$ cat config.mk
export PLATFORM = sky130hd
export DESIGN_NAME = centered_binomial_sampler
export DESIGN_NICKNAME = d
export VERILOG_FILES = /design/src/sv/cbs_pkg.sv /design/src/sv/centered_binomial_sampler.sv /design/src/sv/cbs_front.sv /design/src/sv/cbs_queue.sv /design/src/sv/cbs_back.sv
export SDC_FILE = /design/constraint.sdc
export NUM_CORES = 1
export LEC_CHECK = 0
export BUFFER_PORTS_ARGS = -buffer_cell sky130_fd_sc_hd__buf_2
export CAP_MARGIN = 20
export CELL_PAD_IN_SITES_DETAIL_PLACEMENT = 0
export CELL_PAD_IN_SITES_GLOBAL_PLACEMENT = 1
export CORE_MARGIN = 1
export CORE_UTILIZATION = 55
export CTS_CLUSTER_DIAMETER = 50
export DETAILED_ROUTE_END_ITERATION = 8
export GPL_ROUTABILITY_DRIVEN = 0
export PLACE_DENSITY_LB_ADDON = 0.3
export SYNTH_ARGS = -nofsm -noshare
export SYNTH_HDL_FRONTEND = slang
export SYNTH_HIERARCHICAL = 1
export SYNTH_SLANG_ARGS = --single-unit
$ cat constraint.sdc
create_clock -name clk -period 17 [get_ports clk]
set_input_delay 1.7 -clock clk [delete_from_list [all_inputs] [get_ports clk]]
set_output_delay 1.7 -clock clk [all_outputs]
set_load 0.005 [all_outputs]
$ cat src/sv/cbs_pkg.sv
// Shared types, constants and helper functions for the centered binomial sampler.
package cbs_pkg;

	// Coefficients in one polynomial; the position counter wraps after this many.
	localparam int COEFFS_PER_POLY = 256;
	localparam int CNT_W           = $clog2(COEFFS_PER_POLY);
	localparam int IDX_W           = 8;

	// Bit store geometry.
	localparam int STORE_W = 25;
	localparam int HELD_W  = 5;
	localparam int BYTE_W  = 8;

	// Eta register and its limits.
	localparam int          ETA_W     = 4;
	localparam logic [3:0]  ETA_RESET = 4'd2;
	localparam logic [3:0]  ETA_MIN   = 4'd1;
	localparam logic [3:0]  ETA_MAX   = 4'd9;

	// Widest half run, and the most coefficients one byte can cause.
	localparam int HALF_W    = 9;
	localparam int POP_W     = 4;
	localparam int COEFF_W   = 5;
	localparam int MAX_COEFF = 4;
	localparam int NUM_W     = 3;

	// Job queue between front and back.
	localparam int QUEUE_DEPTH = 2;
	localparam int QPTR_W      = (QUEUE_DEPTH > 1) ? $clog2(QUEUE_DEPTH) : 1;
	localparam int QCNT_W      = $clog2(QUEUE_DEPTH + 1);

	// One unit of work for the back end: a window of stream bits and how many
	// coefficients to cut from it.
	typedef struct packed {
		logic [STORE_W-1:0] window;
		logic [NUM_W-1:0]   num;
		logic [ETA_W-1:0]   eta;
	} cbs_job_t;

	// Map any register value onto the supported range.
	function automatic logic [ETA_W-1:0] clamp_eta(input logic [ETA_W-1:0] v);
		logic [ETA_W-1:0] r;
		r = v;
		if (v < ETA_MIN) begin
			r = ETA_MIN;
		end else if (v > ETA_MAX) begin
			r = ETA_MAX;
		end
		return r;
	endfunction

	// Mask of the low eta bits of a half run.
	function automatic logic [HALF_W-1:0] half_mask(input logic [ETA_W-1:0] e);
		logic [HALF_W:0] m;
		m = ((HALF_W+1)'(1) << e) - (HALF_W+1)'(1);
		return m[HALF_W-1:0];
	endfunction

	// Number of set bits in a half run.
	function automatic logic [POP_W-1:0] pop_half(input logic [HALF_W-1:0] v);
		logic [POP_W-1:0] n;
		n = '0;
		for (int i = 0; i < HALF_W; i++) begin
			n = n + POP_W'(v[i]);
		end
		return n;
	endfunction

endpackage

$ cat src/sv/centered_binomial_sampler.sv
// Top level of the centered binomial sampler: front end, job queue and back end.
//
//   channel   direction  handshake                 payload
//   input     in         push / full               random_byte
//   result    out        pop / empty               coefficient, coeff_index,
//                                                  run_last, poly_done
//   config    in         cfg_valid / cfg_ready     eta
//
// A byte is taken every cycle while the job queue has room; the back end
// emits one coefficient per cycle while the result side takes them. A byte
// yields four coefficients with eta 1, two with eta 2, one or two with eta 3,
// one with eta 4 and at most one above that. Reset clears eta to 2, the
// bit store and the position counter.
// A stalled result side fills the output register, then the two-job queue,
// then raises full. cfg_ready is always high; a write drops the held bits.
module centered_binomial_sampler (
	input  logic              clk,
	input  logic              arst_n,
	input  logic              push,
	output logic              full,
	input  logic [7:0]        random_byte,
	output logic              empty,
	input  logic              pop,
	output logic signed [4:0] coefficient,
	output logic [7:0]        coeff_index,
	output logic              run_last,
	output logic              poly_done,
	input  logic              cfg_valid,
	output logic              cfg_ready,
	input  logic [3:0]        eta
);
	import cbs_pkg::*;

	cbs_job_t push_job;
	cbs_job_t head_job;
	logic     job_push;
	logic     job_take;
	logic     q_full;
	logic     q_empty;

	assign cfg_ready = 1'b1;

	// Byte intake and run counting.
	cbs_front u_front (
		.clk         (clk),
		.arst_n      (arst_n),
		.push        (push),
		.random_byte (random_byte),
		.cfg_valid   (cfg_valid),
		.eta         (eta),
		.queue_full  (q_full),
		.full        (full),
		.job_push    (job_push),
		.job         (push_job)
	);

	// Decoupling queue.
	cbs_queue u_queue (
		.clk      (clk),
		.arst_n   (arst_n),
		.wr_en    (job_push),
		.wr_job   (push_job),
		.rd_en    (job_take),
		.rd_job   (head_job),
		.is_full  (q_full),
		.is_empty (q_empty)
	);

	// Coefficient generation and result register.
	cbs_back u_back (
		.clk         (clk),
		.arst_n      (arst_n),
		.job         (head_job),
		.job_avail   (!q_empty),
		.job_take    (job_take),
		.pop         (pop),
		.empty       (empty),
		.coefficient (coefficient),
		.coeff_index (coeff_index),
		.run_last    (run_last),
		.poly_done   (poly_done)
	);

endmodule

$ cat src/sv/cbs_front.sv
// Front end: takes random bytes, keeps leftover bits and hands whole runs to the queue.
module cbs_front (
	input  logic                     clk,
	input  logic                     arst_n,
	input  logic                     push,
	input  logic [7:0]               random_byte,
	input  logic                     cfg_valid,
	input  logic [3:0]               eta,
	input  logic                     queue_full,
	output logic                     full,
	output logic                     job_push,
	output cbs_pkg::cbs_job_t        job
);
	import cbs_pkg::*;

	logic [ETA_W-1:0]   eta_q;
	logic [STORE_W-1:0] store_q;
	logic [HELD_W-1:0]  held_q;

	logic [HELD_W-1:0]  run;
	logic [HELD_W-1:0]  total;
	logic [STORE_W-1:0] combined;
	logic [6:0]         run1, run2, run3, run4, used;
	logic [NUM_W-1:0]   num;
	logic               accept;

	// The queue is the only thing that holds the front back.
	assign full   = queue_full;
	assign accept = push && !full;

	// Append the byte above the held bits.
	assign run      = HELD_W'({eta_q, 1'b0});
	assign total    = held_q + HELD_W'(BYTE_W);
	assign combined = store_q | (STORE_W'(random_byte) << held_q);

	// Count whole runs present, at most four.
	assign run1 = 7'(run);
	assign run2 = 7'(run) << 1;
	assign run3 = 7'(run) + (7'(run) << 1);
	assign run4 = 7'(run) << 2;

	always_comb begin
		num = '0;
		if (run4 <= 7'(total)) begin
			num = NUM_W'(4);
		end else if (run3 <= 7'(total)) begin
			num = NUM_W'(3);
		end else if (run2 <= 7'(total)) begin
			num = NUM_W'(2);
		end else if (run1 <= 7'(total)) begin
			num = NUM_W'(1);
		end
	end

	// Bits consumed by this byte's coefficients.
	always_comb begin
		case (num)
			NUM_W'(1): used = run1;
			NUM_W'(2): used = run2;
			NUM_W'(3): used = run3;
			NUM_W'(4): used = run4;
			default:   used = '0;
		endcase
	end

	// Only bytes that complete a run create a job.
	assign job_push   = accept && (num != '0);
	assign job.window = combined;
	assign job.num    = num;
	assign job.eta    = eta_q;

	// Eta register and bit store; a register write drops the held bits.
	always_ff @(posedge clk or negedge arst_n) begin
		if (!arst_n) begin
			eta_q   <= ETA_RESET;
			store_q <= '0;
			held_q  <= '0;
		end else if (cfg_valid) begin
			eta_q   <= clamp_eta(eta);
			store_q <= '0;
			held_q  <= '0;
		end else if (accept) begin
			store_q <= combined >> used;
			held_q  <= total - HELD_W'(used);
		end
	end

endmodule

$ cat src/sv/cbs_queue.sv
// Short job queue that decouples the front end from the back end.
module cbs_queue (
	input  logic                     clk,
	input  logic                     arst_n,
	input  logic                     wr_en,
	input  cbs_pkg::cbs_job_t        wr_job,
	input  logic                     rd_en,
	output cbs_pkg::cbs_job_t        rd_job,
	output logic                     is_full,
	output logic                     is_empty
);
	import cbs_pkg::*;

	cbs_job_t            slot_q [QUEUE_DEPTH];
	logic [QPTR_W-1:0]   wr_ptr_q;
	logic [QPTR_W-1:0]   rd_ptr_q;
	logic [QCNT_W-1:0]   cnt_q;

	assign is_full  = (cnt_q == QCNT_W'(QUEUE_DEPTH));
	assign is_empty = (cnt_q == '0);
	assign rd_job   = slot_q[rd_ptr_q];

	// Pointer step with wrap at the depth.
	function automatic logic [QPTR_W-1:0] next_ptr(input logic [QPTR_W-1:0] p);
		logic [QPTR_W-1:0] r;
		r = (p == QPTR_W'(QUEUE_DEPTH - 1)) ? '0 : p + QPTR_W'(1);
		return r;
	endfunction

	// Storage slots.
	always_ff @(posedge clk) begin
		if (wr_en && !is_full) begin
			slot_q[wr_ptr_q] <= wr_job;
		end
	end

	// Pointers and fill count.
	always_ff @(posedge clk or negedge arst_n) begin
		if (!arst_n) begin
			wr_ptr_q <= '0;
			rd_ptr_q <= '0;
			cnt_q    <= '0;
		end else begin
			if (wr_en && !is_full) begin
				wr_ptr_q <= next_ptr(wr_ptr_q);
			end
			if (rd_en && !is_empty) begin
				rd_ptr_q <= next_ptr(rd_ptr_q);
			end
			if ((wr_en && !is_full) && !(rd_en && !is_empty)) begin
				cnt_q <= cnt_q + QCNT_W'(1);
			end else if (!(wr_en && !is_full) && (rd_en && !is_empty)) begin
				cnt_q <= cnt_q - QCNT_W'(1);
			end
		end
	end

endmodule

$ cat src/sv/cbs_back.sv
// Back end: cuts one coefficient per cycle from a job while the output register is free, and holds it there.
module cbs_back (
	input  logic                          clk,
	input  logic                          arst_n,
	input  cbs_pkg::cbs_job_t             job,
	input  logic                          job_avail,
	output logic                          job_take,
	input  logic                          pop,
	output logic                          empty,
	output logic signed [4:0]             coefficient,
	output logic [7:0]                    coeff_index,
	output logic                          run_last,
	output logic                          poly_done
);
	import cbs_pkg::*;

	logic [STORE_W-1:0] win_q;
	logic [NUM_W-1:0]   left_q;
	logic [ETA_W-1:0]   eta_q;
	logic [CNT_W-1:0]   cnt_q;

	logic               out_valid_q;
	logic [COEFF_W-1:0] coeff_q;
	logic [IDX_W-1:0]   idx_q;
	logic               last_q;
	logic               done_q;

	logic               busy;
	logic               advance;
	logic               emit;
	logic [HALF_W-1:0]  mask;
	logic [POP_W-1:0]   lo_cnt, hi_cnt;
	logic               at_end;
	logic [IDX_W+CNT_W-1:0] idx_ext;

	// The output register frees when it is empty or being taken this cycle.
	assign busy     = (left_q != '0);
	assign advance  = !out_valid_q || pop;
	assign emit     = busy && advance;
	assign job_take = job_avail && (!busy || (emit && left_q == NUM_W'(1)));

	// Coefficient of the oldest run in the window.
	assign mask   = half_mask(eta_q);
	assign lo_cnt = pop_half(win_q[HALF_W-1:0] & mask);
	assign hi_cnt = pop_half(HALF_W'(win_q >> eta_q) & mask);

	assign at_end  = (cnt_q == CNT_W'(COEFFS_PER_POLY - 1));
	assign idx_ext = {{IDX_W{1'b0}}, cnt_q};

	// Current job: window, coefficients left, eta.
	always_ff @(posedge clk or negedge arst_n) begin
		if (!arst_n) begin
			left_q <= '0;
		end else if (job_take) begin
			left_q <= job.num;
		end else if (emit) begin
			left_q <= left_q - NUM_W'(1);
		end
	end

	always_ff @(posedge clk) begin
		if (job_take) begin
			win_q <= job.window;
			eta_q <= job.eta;
		end else if (emit) begin
			win_q <= win_q >> {eta_q, 1'b0};
		end
	end

	// Position counter.
	always_ff @(posedge clk or negedge arst_n) begin
		if (!arst_n) begin
			cnt_q <= '0;
		end else if (emit) begin
			cnt_q <= at_end ? '0 : cnt_q + CNT_W'(1);
		end
	end

	// Output register.
	always_ff @(posedge clk or negedge arst_n) begin
		if (!arst_n) begin
			out_valid_q <= 1'b0;
		end else if (advance) begin
			out_valid_q <= emit;
		end
	end

	always_ff @(posedge clk) begin
		if (emit) begin
			coeff_q <= COEFF_W'(lo_cnt) - COEFF_W'(hi_cnt);
			idx_q   <= idx_ext[IDX_W-1:0];
			last_q  <= (left_q == NUM_W'(1));
			done_q  <= at_end;
		end
	end

	assign empty       = !out_valid_q;
	assign coefficient = coeff_q;
	assign coeff_index = idx_q;
	assign run_last    = last_q;
	assign poly_done   = done_q;

endmodule

* Word level (Yosys, flattened, before mapping)
Memory sizes are Yosys's and may differ from the RTL's.
Index checks and enable logic that the tools add are counted.
** Word-level totals
- Output and inout bits :: 18
- Memory bits (writable) :: 64
- Latch bits :: 0
- Bits in registers :: 94
- Memories :: 1
- Bits in read-only memories :: 0
- Word-level logic and storage cells :: 109
** Memories
- u_queue.slot_q :: words 2, bits a word 32, read ports 1, clocked after memory_dff 0, write ports 1, line cbs_queue.sv:14 : cbs_job_t slot_q [QUEUE_DEPTH];
** Operators by class
- Divide/modulo/power cells :: 0
- Equal/unequal tests :: 7
- Shift operators :: 5
- Bitwise logic cells :: 3
- $lt $le $gt $ge :: 6
- Add/subtract/negate cells :: 27
- Reduce and logical (&&, ||, !) cells :: 23
- Multipliers :: 0
- Multiplexer cells :: 22
** Operators by type and width (count)
- $mux 25 :: 4
- $add 4x1->4 :: 14
- $pmux 7 s4 :: 1
- $or 25x25->25 :: 1
- $shl 8x5->25 :: 1
- $shr 25x4->9 :: 1
- $shr 25x5->25 :: 1
- $shr 25x7->25 :: 1
- $and 9x9->9 :: 2
- $mux 3 :: 5
- $le 7x5->1 :: 2
- $mux 5 :: 2
- $logic_and 1x1->1 :: 9
- $shl 1x4->9 const A :: 1
- $sub 9x2->9 const B :: 1
- $add 8x1->8 const B :: 1
- $eq 8x8->1 const B :: 1
- $mux 4 :: 2
- $mux 8 :: 1
- $add 5x6->7 :: 1
- $eq 3x1->1 const B :: 2
- $eq 3x2->1 const B :: 2
- $le 6x5->1 :: 1
- $logic_not 1->1 :: 6
- 19 further kinds :: 30

* Logic depth before layout (Yosys ltp)
- Depth after elaboration :: 13
- Mapped depth :: 29
- Mapped depth without buffers :: 25

* By module
The synthesis kept the hierarchy.
** By module, submodules not included
- cbs_back :: cells each 476, instances 1, sequential area each 1621.6 µm², area each 4657.0 µm²
- cbs_front :: cells each 423, instances 1, sequential area each 827.0 µm², area each 3479.6 µm²
- cbs_queue :: cells each 119, instances 1, sequential area each 2021.9 µm², area each 2658.8 µm²
- centered_binomial_sampler :: cells each 3, instances 1, sequential area each 0.0 µm², area each 15.0 µm²

* Least setup slack after synthesis
OpenSTA, ideal clock, no wires.
- Kind :: flip-flop to flip-flop
- From :: register u_back.eta_q[3]
- To :: register u_back.coeff_q[3], in the netlist u_back/coefficient[3], data pin
- Path buffers :: 3
- Cell stages (with the launch flop) :: 29
- Arrival :: 6612 ps
- Setup time :: 258 ps
- Path slack :: 10131 ps
- Cell sequence :: edfxtp_1 buf_2 buf_2 nor2_1 nand2_1 ha_1 clkbuf_1 nand2_1 o31ai_1 a22oi_1 nor2b_1 fa_1 fa_1 inv_1 fa_1 nor2b_1 o21ai_1 xor2_1 ha_1 o21bai_1 fa_1 inv_1 fa_1 inv_1 fa_1 ha_1 a21o_1 a21oi_1 xnor2_1
** On the way
- Cells in the longest elaborated chain, start to end :: 12
- Elaborated cells between the ends (all ways) :: 22
- Classes of those cells :: add/sub: 18; shift: 2; bitwise: 2
** Ends and longest elaborated chain
- start: declaration :: line cbs_back.sv:19 : logic [ETA_W-1:0] eta_q;
- start signal: assignment :: line cbs_back.sv:64 : eta_q <= job.eta;
- $shl 1x4->9 :: line cbs_pkg.sv:55 : m = ((HALF_W+1)'(1) << e) - (HALF_W+1)'(1);
- $sub 9x2->9 :: line cbs_pkg.sv:55
- $and 9x9->9, on equally long branches :: line cbs_back.sv:44, cbs_back.sv:45
- $add 1x1->2 :: line cbs_pkg.sv:64 : n = n + POP_W'(v[i]);
- $add 4x1->4 (7 in a row) :: line cbs_pkg.sv:64
- $sub 4x4->5 (*) :: line cbs_back.sv:90 : coeff_q <= COEFF_W'(lo_cnt) - COEFF_W'(hi_cnt);
- end signal: assignment :: line cbs_back.sv:90
- end: declaration :: line cbs_back.sv:23 : logic [COEFF_W-1:0] coeff_q;
Mark *: on every way between the ends. The rest lies on a longest branch, timed or not.
A chain may end at the register's enable or synchronous reset.

* Worst setup path after layout
- From :: register u_back.eta_q[2]
- To :: register u_back.coeff_q[3], in the netlist u_back/coefficient[3], data pin
The elaborated chain is that of the path after synthesis.

==> impl_metrics.toml <==
[run_status]
status = "completed"

[clock_tree]
cts_buffers = 17
cts_resized = 0
holdBufCountCts = 0
cts-root-buf = "clkbuf_16"
clk_path_buf_depth = 2
worstSkewPairLatency_ps = 430
clkTransAtPathRegs_ps = 70
htreeDepth = 4
cts_setup_buffers = 0
cts_sinks = 157
cts_tree = "done"

[logic_synthesis]
yosys.area.top_type = "edfxtp_1"
async_flop_share = 0.312
syn_nets = 1089
seq_area_frac_synth = 0.414
synthFlopType = "edfxtp_1"
synth_common_cells = "108 x edfxtp_1, 82 x nand2_1, 62 x a21oi_1"
yosys.cell_count.top_type = "edfxtp_1"
syn_avg_cell_area_sq_um = 10.6
synth_warnings = 6
postSynthCellCount = 1021
synth_top_cell_area_share = 0.300
synth_area_leaders = "edfxtp_1 30%, dfrtp_1 11%, mux2i_1 5.6%"
syn_area_sq_um = 10800
synth-seq-cells = 157
synth-edff-count = 108
synth_cell_types = 97

[drt]
dr.first_iter.drc_count = 948
viasPerCell = 6.31
routed_wl_mm = 25.8
dr.pass1.iters = 6
via_count = 8118
wl_per_cell_um = 20.0
drtAntennaViolNets = 0
drc = 0

[floorplan]
rows = 50
die_x_um = 142
pin_count = 35
core_sq_um = 19000
fp.dieH_um = 142
initial_core_util = 0.570
die-area_sq_um = 20200

[finish]
drive_gt1_frac = 0.150
n_antenna_cell = 0
final_area_sq_um = 11500
area_delta_synth_final_pct = 6.39
fin_cells = 1286
finish.net_count = 1081

[sta]
tightest_slew_ps = 1100
fin_worst_skew_ps = 11.3
setup_viol = 0
grt_setup_unrepaired = "false"
slew_headroom = 0.265
fin_crit_ps = 7450
fmax_mhz = 134
slew_violations = 0
tns_ps = 0
final_hold_viol_count = 0
min_period_over_period = 0.438

[global_route]
grt_pass1_wl_mm = 41.7
grt_usage = 0.269
antenna_found_initial = 0
grt_max_degree = 63
grt_pass1_vias = 7626
grt-ovfl-total = 0

[worst_setup_path]
path_class = "reg -> reg"
cp-end-kind = "flip-flop"
worstSetupStartpointType = "flip-flop"
crit_required_ps = 17190
cp_max_fo = 54
critPathArrivalTime_ps = 7640

[placed_design]
dp_hpwl_mm = 18.1
numPlacedInstances = 1254
portBuffers = 33
dpl_cell_area_sq_um = 10900

[job]
drv_cap = 0

[min_path]
hold_class = "reg -> reg"
[layout make-up]
cell class / count / area [sq um]
clock inverter: 11 / 87.6
clock buffer: 21 / 493
sequential: 157 / 4470
tap: 260 / 325
inverter: 49 / 184
multi-input combinational: 744 / 5690
fill: 1569 / 7450
timing repair buffer: 44 / 248
[registers in the layout (all words and copies together), names as in the netlist]
name / flops
u_back/poly_done: 1
u_back/run_last: 1
u_back/left_q: 3
u_back/coeff_index: 8
u_front/held_q: 4
u_back/cnt_q: 8
u_back/out_valid_q: 1
u_queue/wr_ptr_q: 1
u_back/coefficient: 5
u_queue/cnt_q: 2
u_front/store_q: 25
u_back/win_q: 25
u_back/eta_q: 4
u_queue/slot_q: 64
u_queue/rd_ptr_q: 1
u_front/eta_q: 4
[worst max-delay path: stages, from the launching register on]
cell	delay, ps
edfxtp_1	350
buf_4	290
nor2_1	570
nand2_1	160
ha_1	380
o31ai_1	290
a22oi_1	110
nor2b_1	190
fa_1	460
fa_1	540
inv_1	50
fa_1	450
nor2b_1	150
o21ai_1	200
xor2_1	210
ha_1	210
o21bai_1	170
fa_1	530
inv_1	50
fa_1	500
inv_1	60
fa_1	510
ha_1	320
a21o_1	180
a21oi_1	170
xnor2_1	80
[final timing paths]
path | cells past startpoint | from | slack [ps] | to
min in group asynchronous | 2 | arst_n | 1380 | u_front/eta_q[0]
min | 2 | u_back/left_q[1] | 480 | u_back/left_q[1]
max reg2reg | 25 | u_back/eta_q[2] | 9550 | u_back/coefficient[3]
min reg2reg | 2 | u_back/left_q[1] | 480 | u_back/left_q[1]
max in group asynchronous | 2 | arst_n | 15150 | u_queue/rd_ptr_q
max | 25 | u_back/eta_q[2] | 9550 | u_back/coefficient[3]
[cells by family after synthesis]
kind of cell / after synthesis / share of synthesized area
DFF: 157 / 0.414
and+or+nand+nor: 260 / 0.117
adders and majority gates: 51 / 0.0694
xor gates and xnor gates: 21 / 0.0170
other: 1 / 0.000347
AOI/OAI and AO/OA: 297 / 0.191
buffers and inverters: 120 / 0.0602
muxes: 114 / 0.131
[through the flow]
step           worst slack, ps  hold slack (ps)  utilization
6_report                  9550              482        0.607
5_1_grt                   9020              509        0.607
4_1_cts                   9570              480        0.607
3_5_place_dp              9570              467        0.576
3_3_place_gp              9710              465        0.576
2_1_floorplan            10130              448            -
[placed cells by master (no fill, tap or decap), drive strengths merged, types with 7 or more instances in the layout]
master  synthesis  routed
edfxtp        108     108
nand2          83      83
o21ai          69      69
a21oi          63      63
mux2i          61      61
nor2           61      61
inv            49      59
dfrtp          48      48
mux2           45      45
buf            52      44
ha             36      36
nand3          24      24
a211oi         24      24
nor3           22      22
clkbuf         19      21
a21o           20      20
o211ai         19      19
fa             15      15
xnor2          12      12
a22oi          12      12
nor2b          11      11
and2           11      11
nand2b         10      10
xor2            9       9
a22o            9       9
mux4            8       8
or2             8       8
o31ai           7       7
a31oi           7       7
[routing by layer]
| metal | track usage | up-vias | wire (um) |
|---|---|---|---|
| met2 | 0.410 | 350 | 11800 |
| met1 | 0.376 | 3887 | 11300 |
| met5 | 0 | - | 0 |
| li1 | - | 3804 | - |
| met3 | 0.0394 | 77 | 1610 |
| met4 | 0.135 | 0 | 1060 |
Power is left out: the tool's default activity adds up to more than one toggle a clock period on the data nets, which glitch-free logic cannot reach.
